==> src/hdl/plt_pkg.sv <==
// Shared constants, codes and types of the positional list table.
`default_nettype none
package plt_pkg;

    localparam int LIST_SIZE  = 64;
    localparam int DATA_WIDTH = 32;

    localparam int ADDR_W  = $clog2(LIST_SIZE);
    localparam int CNT_W   = $clog2(LIST_SIZE + 1);
    localparam int CMD_W   = 3;
    localparam int POS_W   = 7;
    localparam int VAL_W   = 32;
    localparam int ST_W    = 3;
    localparam int COUNT_W = 7;
    localparam int CMP_W   = ((POS_W > CNT_W) ? POS_W : CNT_W) + 1;

    localparam logic [CMD_W-1:0] CMD_INSERT = 3'd0;
    localparam logic [CMD_W-1:0] CMD_DELETE = 3'd1;
    localparam logic [CMD_W-1:0] CMD_GET    = 3'd2;
    localparam logic [CMD_W-1:0] CMD_LOCATE = 3'd3;
    localparam logic [CMD_W-1:0] CMD_CLEAR  = 3'd4;

    localparam logic [ST_W-1:0] ST_OK        = 3'd0;
    localparam logic [ST_W-1:0] ST_BAD_POS   = 3'd1;
    localparam logic [ST_W-1:0] ST_FULL      = 3'd2;
    localparam logic [ST_W-1:0] ST_EMPTY     = 3'd3;
    localparam logic [ST_W-1:0] ST_NOT_FOUND = 3'd4;

    typedef enum logic [2:0] {
        S_IDLE,
        S_WALK,
        S_TAIL,
        S_PUT,
        S_DONE
    } t_state;

    typedef struct packed {
        logic                  we;
        logic [ADDR_W-1:0]     waddr;
        logic [DATA_WIDTH-1:0] wdata;
        logic                  re;
        logic [ADDR_W-1:0]     raddr;
    } t_ram_req;

endpackage
`default_nettype wire

==> src/hdl/plt_ram.sv <==
// Entry store: one write port, one read port with registered read data.
`default_nettype none
module plt_ram
    import plt_pkg::*;
(
    input  wire logic                  i_clk,
    input  wire t_ram_req              i_req,
    output logic      [DATA_WIDTH-1:0] o_rdata
);

    logic [DATA_WIDTH-1:0] r_mem [LIST_SIZE];
    logic [DATA_WIDTH-1:0] r_rdata;

    always_ff @(posedge i_clk) begin
        if (i_req.we) begin
            r_mem[i_req.waddr] <= i_req.wdata;
        end
        if (i_req.re) begin
            r_rdata <= r_mem[i_req.raddr];
        end
    end

    assign o_rdata = r_rdata;

endmodule
`default_nettype wire

==> src/hdl/positional_list_table_core.sv <==
// Positional list table: command sequencer around the entry store.
// Refused commands, clear and unknown codes go straight to the result; get reads one entry;
// delete, insert and locate walk the entries one at a time through the single read port,
// at most LIST_SIZE of them.
// One command is in work at a time; the next is taken once the result is registered.
// Reset clears the length and the handshake state; entry contents are not cleared.
`default_nettype none
module positional_list_table_core
    import plt_pkg::*;
(
    input  wire logic               i_clk,
    input  wire logic               i_rst_n,
    input  wire logic               i_in_valid,
    output logic                    o_in_ready,
    input  wire logic [CMD_W-1:0]   i_command,
    input  wire logic [POS_W-1:0]   i_position,
    input  wire logic [VAL_W-1:0]   i_value,
    output logic                    o_out_valid,
    input  wire logic               i_out_ready,
    output logic      [ST_W-1:0]    o_status,
    output logic      [VAL_W-1:0]   o_read_value,
    output logic      [POS_W-1:0]   o_found_position,
    output logic      [COUNT_W-1:0] o_count,
    output logic                    o_is_empty
);

    t_state                r_state, n_state;
    logic [CMD_W-1:0]      r_cmd;
    logic [ADDR_W-1:0]     r_pos;
    logic [DATA_WIDTH-1:0] r_val;
    logic [ADDR_W-1:0]     r_idx;
    logic [ADDR_W-1:0]     r_end;
    logic                  r_rv;
    logic [ADDR_W-1:0]     r_ra;
    logic [ST_W-1:0]       r_status;
    logic [DATA_WIDTH-1:0] r_rd;
    logic [POS_W-1:0]      r_found;
    logic [CNT_W-1:0]      r_count;

    logic                  r_out_valid;
    logic [ST_W-1:0]       r_out_status;
    logic [VAL_W-1:0]      r_out_rd;
    logic [POS_W-1:0]      r_out_found;
    logic [COUNT_W-1:0]    r_out_count;
    logic                  r_out_empty;

    t_ram_req              w_req;
    logic [DATA_WIDTH-1:0] w_rdata;

    logic [CMP_W-1:0]      w_pos_x;
    logic [CMP_W-1:0]      w_cnt_x;
    logic [ADDR_W-1:0]     w_first;
    logic [ADDR_W-1:0]     w_last;
    logic [ST_W-1:0]       d_status;
    t_state                d_next;
    logic [ADDR_W-1:0]     d_idx;
    logic [ADDR_W-1:0]     d_end;

    logic                  w_accept;
    logic                  w_proc;
    logic                  w_hit;
    logic                  w_load;

    plt_ram u_ram (
        .i_clk   (i_clk),
        .i_req   (w_req),
        .o_rdata (w_rdata)
    );

    assign w_accept = i_in_valid && o_in_ready;
    assign w_proc   = r_rv && (r_state == S_WALK || r_state == S_TAIL);
    assign w_hit    = w_proc && (r_cmd == CMD_LOCATE) && (w_rdata == r_val);
    assign w_load   = (r_state == S_DONE) && (!r_out_valid || i_out_ready);

    // command decode against the current length
    always_comb begin
        w_pos_x  = CMP_W'(i_position);
        w_cnt_x  = CMP_W'(r_count);
        w_first  = ADDR_W'(w_pos_x - CMP_W'(1));
        w_last   = ADDR_W'(w_cnt_x - CMP_W'(1));
        d_status = ST_OK;
        d_next   = S_DONE;
        d_idx    = w_first;
        d_end    = w_first;
        unique case (i_command)
            CMD_INSERT: begin
                if (w_pos_x == '0 || w_pos_x > w_cnt_x + CMP_W'(1)) begin
                    d_status = ST_BAD_POS;
                end else if (w_cnt_x >= CMP_W'(LIST_SIZE)) begin
                    d_status = ST_FULL;
                end else if (w_pos_x == w_cnt_x + CMP_W'(1)) begin
                    d_next = S_PUT;
                end else begin
                    // shift up, walking from the top entry down to the slot
                    d_next = S_WALK;
                    d_idx  = w_last;
                    d_end  = w_first;
                end
            end
            CMD_DELETE: begin
                if (w_cnt_x == '0) begin
                    d_status = ST_EMPTY;
                end else if (w_pos_x == '0 || w_pos_x > w_cnt_x) begin
                    d_status = ST_BAD_POS;
                end else begin
                    d_next = S_WALK;
                    d_idx  = w_first;
                    d_end  = w_last;
                end
            end
            CMD_GET: begin
                if (w_pos_x == '0 || w_pos_x > w_cnt_x) begin
                    d_status = ST_BAD_POS;
                end else begin
                    d_next = S_WALK;
                end
            end
            CMD_LOCATE: begin
                d_status = ST_NOT_FOUND;
                if (w_cnt_x != '0) begin
                    d_next = S_WALK;
                    d_idx  = '0;
                    d_end  = w_last;
                end
            end
            default: begin
            end
        endcase
    end

    always_comb begin
        n_state = r_state;
        unique case (r_state)
            S_IDLE: begin
                if (i_in_valid) begin
                    n_state = d_next;
                end
            end
            S_WALK: begin
                if (w_hit) begin
                    n_state = S_DONE;
                end else if (r_idx == r_end) begin
                    n_state = S_TAIL;
                end
            end
            S_TAIL: begin
                n_state = (r_cmd == CMD_INSERT) ? S_PUT : S_DONE;
            end
            S_PUT: begin
                n_state = S_DONE;
            end
            S_DONE: begin
                if (!r_out_valid || i_out_ready) begin
                    n_state = S_IDLE;
                end
            end
            default: begin
                n_state = S_IDLE;
            end
        endcase
    end

    // memory port control; returned data is written back in the cycle after its read
    always_comb begin
        o_in_ready  = (r_state == S_IDLE);
        w_req.we    = 1'b0;
        w_req.waddr = r_ra;
        w_req.wdata = w_rdata;
        w_req.re    = 1'b0;
        w_req.raddr = r_idx;
        unique case (r_state)
            S_WALK, S_TAIL: begin
                w_req.re = (r_state == S_WALK);
                if (w_proc) begin
                    if (r_cmd == CMD_INSERT) begin
                        w_req.we    = 1'b1;
                        w_req.waddr = r_ra + ADDR_W'(1);
                    end else if (r_cmd == CMD_DELETE && r_ra != r_pos) begin
                        w_req.we    = 1'b1;
                        w_req.waddr = r_ra - ADDR_W'(1);
                    end
                end
            end
            S_PUT: begin
                w_req.we    = 1'b1;
                w_req.waddr = r_pos;
                w_req.wdata = r_val;
            end
            default: begin
            end
        endcase
    end

    always_ff @(posedge i_clk) begin
        if (!i_rst_n) begin
            r_state     <= S_IDLE;
            r_rv        <= 1'b0;
            r_count     <= '0;
            r_out_valid <= 1'b0;
        end else begin
            r_state <= n_state;
            r_rv    <= w_req.re;
            if (w_accept && i_command == CMD_CLEAR) begin
                r_count <= '0;
            end else if (r_state == S_PUT) begin
                r_count <= r_count + CNT_W'(1);
            end else if (r_state == S_TAIL && r_cmd == CMD_DELETE) begin
                r_count <= r_count - CNT_W'(1);
            end
            if (w_load) begin
                r_out_valid <= 1'b1;
            end else if (i_out_ready) begin
                r_out_valid <= 1'b0;
            end
        end
    end

    always_ff @(posedge i_clk) begin
        r_ra <= r_idx;
        if (w_accept) begin
            r_cmd    <= i_command;
            r_pos    <= w_first;
            r_val    <= i_value[DATA_WIDTH-1:0];
            r_idx    <= d_idx;
            r_end    <= d_end;
            r_status <= d_status;
            r_rd     <= '0;
            r_found  <= '0;
        end
        if (r_state == S_WALK) begin
            r_idx <= (r_cmd == CMD_INSERT) ? r_idx - ADDR_W'(1) : r_idx + ADDR_W'(1);
        end
        if (w_proc && (r_cmd == CMD_GET || (r_cmd == CMD_DELETE && r_ra == r_pos))) begin
            r_rd <= w_rdata;
        end
        if (w_hit) begin
            r_found  <= POS_W'(r_ra) + POS_W'(1);
            r_status <= ST_OK;
        end
        if (w_load) begin
            r_out_status <= r_status;
            r_out_rd     <= VAL_W'(r_rd);
            r_out_found  <= r_found;
            r_out_count  <= COUNT_W'(r_count);
            r_out_empty  <= (r_count == '0);
        end
    end

    assign o_out_valid      = r_out_valid;
    assign o_status         = r_out_status;
    assign o_read_value     = r_out_rd;
    assign o_found_position = r_out_found;
    assign o_count          = r_out_count;
    assign o_is_empty       = r_out_empty;

    a_count_bound: assert property (@(posedge i_clk) disable iff (!i_rst_n)
        r_count <= CNT_W'(LIST_SIZE))
        else $error("list length above capacity");

    a_no_same_entry: assert property (@(posedge i_clk) disable iff (!i_rst_n)
        (w_req.we && w_req.re) |-> (w_req.waddr != w_req.raddr))
        else $error("read and write of the same entry in one cycle");

    a_one_at_a_time: assert property (@(posedge i_clk) disable iff (!i_rst_n)
        w_accept |=> !o_in_ready)
        else $error("second transaction taken while a command is in work");

    a_insert_grows: assert property (@(posedge i_clk) disable iff (!i_rst_n)
        (r_state == S_PUT) |=> (r_count == $past(r_count) + CNT_W'(1)))
        else $error("insert did not grow the list");

endmodule
`default_nettype wire

==> config.mk <==
export PLATFORM = sky130hd
export DESIGN_NAME = positional_list_table_core
export DESIGN_NICKNAME = d
export VERILOG_FILES = /design/src/hdl/plt_pkg.sv /design/src/hdl/plt_ram.sv /design/src/hdl/positional_list_table_core.sv
export SDC_FILE = /design/constraint.sdc
export NUM_CORES = 2
export LEC_CHECK = 0
export BUFFER_PORTS_ARGS = -buffer_cell sky130_fd_sc_hd__buf_2
export CAP_MARGIN = 10
export CELL_PAD_IN_SITES_DETAIL_PLACEMENT = 1
export CELL_PAD_IN_SITES_GLOBAL_PLACEMENT = 1
export CORE_MARGIN = 5
export CORE_UTILIZATION = 30
export CTS_CLUSTER_SIZE = 10
export DETAILED_ROUTE_END_ITERATION = 10
export HOLD_SLACK_MARGIN = 0.12
export PLACE_DENSITY_LB_ADDON = 0.1
export SLEW_MARGIN = 15
export SYNTH_ARGS = -nofsm -noshare
export SYNTH_HDL_FRONTEND = slang
export SYNTH_SLANG_ARGS = --single-unit
==> constraint.sdc <==
create_clock -name i_clk -period 7.2 [get_ports i_clk]
set_input_delay 1.44 -clock i_clk [delete_from_list [all_inputs] [get_ports i_clk]]
set_output_delay 1.44 -clock i_clk [all_outputs]
set_load 0.03 [all_outputs]
==> results by group <==
Placement
  – Port Buffers: 97
  – Placed Cells: 7631
  – Post-DP HPWL: 141000 um
  – Final weighted congestion of routability-driven global placement: 0.732
  – Post-Place Worst Slack: 1630 ps

Cells and area
  – Layout net count: 4208
  – Fill cells: 27600
  – Share of cells above drive strength 1: 0.315
  – Area growth from synthesis to layout: 16.4%
  – Final cell count without fillers: 8020

GRT
  – Antenna violations before repair: 11
  – Number of global-route vias before repair: 43300
  – Overall fraction of global-route tracks in use: 0.173
  – Largest net degree at the start of global routing: 76
  – GRT Residual Overflow: 0
  – First-pass GRT wire length: 365000 um

Floorplanning
  – Row count: 197
  – Die X: 548 um
  – Area of the die: 301000 um2
  – Core box area: 288000 um2
  – Die height: 548 um
  – Starting density of the core: 0.302
  – Number of top-level design ports: 98

Worst setup path
  – Arrival time worst endpoint: 5880 ps
  – Peak fanout along the critical path: 41
  – Crit path largest cell delay: 850 ps
  – Critical Path RT: 7610 ps
  – Startpoint class of the critical path: flop
  – Kind of capture point of the worst setup path: flop
  – Worst path slowest cell: sky130_fd_sc_hd__and3b_2
  – Chain of cells forming the critical path: and3b_2 -> clkinv_1 -> buf_4 -> nand2_1 -> nand2_1 -> mux2i_1 -> nand3_1 -> nor4_2 -> buf_4
  – Setup CP Type: reg -> reg

STA
  – Pins Over Slew Limit: 0
  – Final worst-path cycle share: 0.759
  – Number of endpoints with negative hold slack in the final report: 0
  – RSZ-0062 raised after global routing: false
  – Transition at the pin with the smallest max-transition slack: 1130 ps
  – Count of endpoints failing setup in the final report: 0
  – Relative slew slack: 0.245
  – Worst-case setup margin in the final layout: 1730 ps
  – Sum of negative setup slack: 0 ps
  – Max Fclk: 0.183 GHz
  – Period minus WS final: 5470 ps
  – Final clock skew: 66.1 ps

Logic synthesis
  – Syn nets: 3868
  – Number of cells produced by synthesis: 3790
  – Post-synthesis register bit count: 2243
  – Synth unique cells: 78
  – Cell types with the largest area share after synthesis: sky130_fd_sc_hd__edfxtp_1, sky130_fd_sc_hd__mux4_2, sky130_fd_sc_hd__nand2_1, sky130_fd_sc_hd__dfxtp_1, sky130_fd_sc_hd__clkbuf_1
  – Synthesized area divided by synthesized cell count: 23.0 um2
  – Sequential fraction of the synthesis area: 0.772
  – Synth warnings: 0
  – Synth top area share: 0.767
  – Number of synthesized flops with an enable pin: 2222
  – Post-Synthesis Cell Area: 87000 um2
  – Most used DFF post-synth: sky130_fd_sc_hd__edfxtp_1
  – Cell taking the most area after synthesis: sky130_fd_sc_hd__edfxtp_1
  – Post-synth ARST share: 0

CTS
  – Sink Count: 2243
  – Number of buffers inserted to repair setup after CTS: 0
  – Cts-stage hold buffer count: 0
  – Total clock buffers created by CTS: 278
  – Latest clock arrival within the worst-skew pair: 850 ps
  – Post-CTS clock slew at the launch and capture registers of the worst setup and hold paths: 60 ps
  – CTS root buf: sky130_fd_sc_hd__clkbuf_16
  – Post-CTS sizing: 0
  – Buffer levels on the longest clock path: 4
  – TritonCTS clock tree: yes
  – Number of levels the H-tree was split into: 5

Pwr
  – Maximum resistive drop on vdd: 168 uV
  – Power density over cell area: 282 nW/um2
  – Leakage power of the design: 31.3 nW

Route
  – Count of routing violations after the opening detailed-route iteration: 3773
  – DR DRC count: 0
  – Drt via density: 5.12
  – Post-detailed-route count of antenna-violating nets: 0
  – Total wire length: 264000 um
  – Wire per inst: 32.9 um
  – Via count: 41000
  – Count of TritonRoute iterations in the first routing pass: 5

Flow run
  – Max Cap Violations: 0

Hold path
  – Class of the tightest hold or removal check: reg -> reg

Run status
  – Outcome: completed
==> registers in the layout, summed over array words and instances, names as in the netlist <==
signal,flops
u_ram.r_mem,2048
o_read_value,32
r_rd,32
r_val,32
u_ram.o_rdata,32
o_count,7
o_found_position,7
r_count,7
r_found,7
r_end,6
r_idx,6
r_pos,6
r_ra,6
o_status,3
r_cmd,3
r_state,3
r_status,3
o_is_empty,1
o_out_valid,1
r_rv,1
==> path summary, 6_finish.rpt <==
| check | from | endpoint | slack [ps] | depth (start not counted) |
|---|---|---|---|---|
| setup / recovery | r_state[1] | u_ram.r_mem[3][15] | 1730 | 9 |
| hold / removal | r_rd[19] | o_read_value[19] | 420 | 0 |
| setup reg to reg | r_state[1] | u_ram.r_mem[3][15] | 1730 | 9 |
| hold reg to reg | r_rd[19] | o_read_value[19] | 420 | 0 |
==> layout make-up <==
cell class / instances / area, um2 / share of cell area
Tap cell: 3781 / 4730 / 0.0467
Sequential cell: 2243 / 67100 / 0.663
Inverter: 33 / 124 / 0.00122
Multi-Input combinational cell: 1314 / 19500 / 0.192
Clock buffer: 345 / 7410 / 0.0732
Clock inverter: 38 / 320 / 0.00316
Antenna cell: 6 / 15.0 / 0.000148
Timing Repair Buffer: 260 / 2010 / 0.0198
==> critical path, delay by kind of cell, from the launching register on <==
family        cells  cell delay, ps
buf+inv           3            1740
flops             1             610
mux               1             280
simple gates      5            2330
==> metal layers <==
metal | share of wire | GRT usage
met3 | 0.050 | 0.0291
met5 | 0 | 0
met1 | 0.47 | 0.253
met2 | 0.47 | 0.273
met4 | 0.018 | 0.0341
==> kinds of logic (layout without fill, tap and decap cells) <==
family	Yosys count	in the layout	synth area share
compound gates	162	162	0.0133
xor+xnor	74	74	0.00754
fa+ha+maj	32	32	0.00478
buf+inv	233	676	0.0113
flops	2243	2243	0.772
mux	650	650	0.167
other cells	0	6	0
simple gates	396	396	0.0244
==> per-stage QoR <==
| step | hold slack, ps | utilization | area (um2) | power, mW |
|---|---|---|---|---|
| floorplan | 346 | - | 87000 | 15.7 |
| global placement | 405 | 0.324 | 93400 | 16.5 |
| detailed placement | 406 | 0.324 | 93500 | 16.5 |
| CTS | 419 | 0.351 | 101000 | 29.0 |
| global route | 432 | 0.351 | 101000 | 29.6 |
| finish | 418 | 0.351 | 101000 | 28.6 |
==> cell usage in the layout (no fill, tap or decap), types with 21 or more instances in the layout <==
cell type and instances:
sky130_fd_sc_hd__clkbuf_16 287, sky130_fd_sc_hd__a22oi_1 50, sky130_fd_sc_hd__nor4_4 23, sky130_fd_sc_hd__inv_1 29, sky130_fd_sc_hd__edfxtp_1 2222, sky130_fd_sc_hd__ha_1 30
sky130_fd_sc_hd__dfxtp_1 21, sky130_fd_sc_hd__nand2_2 31, sky130_fd_sc_hd__xnor2_1 29, sky130_fd_sc_hd__and2_1 36, sky130_fd_sc_hd__buf_2 97, sky130_fd_sc_hd__nand2_1 134
sky130_fd_sc_hd__buf_4 140, sky130_fd_sc_hd__xor2_1 44, sky130_fd_sc_hd__nor2_1 36, sky130_fd_sc_hd__nor4_2 34, sky130_fd_sc_hd__clkbuf_1 57, sky130_fd_sc_hd__mux4_2 640
==> power by group <==
part           switching, mW  leakage [nW]  internal, mW  total, mW
combinational           1.06          7.27         0.766       1.82
clock                   5.13          3.75          7.27       12.4
sequential            0.0567          20.2          14.3       14.3
total                   6.25          31.3          22.3       28.6
==> synth_stat cells, types with 3 or more instances <==
cell type / number
sky130_fd_sc_hd__a21oi_1: 17
sky130_fd_sc_hd__o31ai_1: 3
sky130_fd_sc_hd__nor4_2: 24
sky130_fd_sc_hd__nand3_1: 15
sky130_fd_sc_hd__nand2b_1: 8
sky130_fd_sc_hd__nor3_1: 20
sky130_fd_sc_hd__xor2_1: 44
sky130_fd_sc_hd__buf_1: 31
sky130_fd_sc_hd__o21ai_0: 9
sky130_fd_sc_hd__and3_1: 5
sky130_fd_sc_hd__a21o_1: 8
sky130_fd_sc_hd__xnor2_1: 29
sky130_fd_sc_hd__nand4_1: 6
sky130_fd_sc_hd__nand2_1: 166
sky130_fd_sc_hd__o21ai_1: 6
sky130_fd_sc_hd__and2_1: 36
sky130_fd_sc_hd__mux2i_1: 8
sky130_fd_sc_hd__nor2_1: 39
sky130_fd_sc_hd__buf_2: 57
sky130_fd_sc_hd__inv_1: 31
sky130_fd_sc_hd__edfxtp_1: 2222
sky130_fd_sc_hd__nand4b_1: 3
sky130_fd_sc_hd__o221ai_1: 6
sky130_fd_sc_hd__or2_2: 3
sky130_fd_sc_hd__a22oi_1: 50
sky130_fd_sc_hd__nor2b_1: 5
sky130_fd_sc_hd__buf_6: 4
sky130_fd_sc_hd__a21boi_0: 3
sky130_fd_sc_hd__or3_1: 7
sky130_fd_sc_hd__nor4_1: 41
sky130_fd_sc_hd__o211ai_1: 8
sky130_fd_sc_hd__ha_1: 30
sky130_fd_sc_hd__dfxtp_1: 21
sky130_fd_sc_hd__a211oi_1: 3
sky130_fd_sc_hd__mux4_2: 640
sky130_fd_sc_hd__a21boi_1: 6
sky130_fd_sc_hd__o22ai_1: 17
sky130_fd_sc_hd__clkbuf_1: 107
sky130_fd_sc_hd__a31oi_1: 3
No activity file was read; power rests on OpenSTA's default activity.
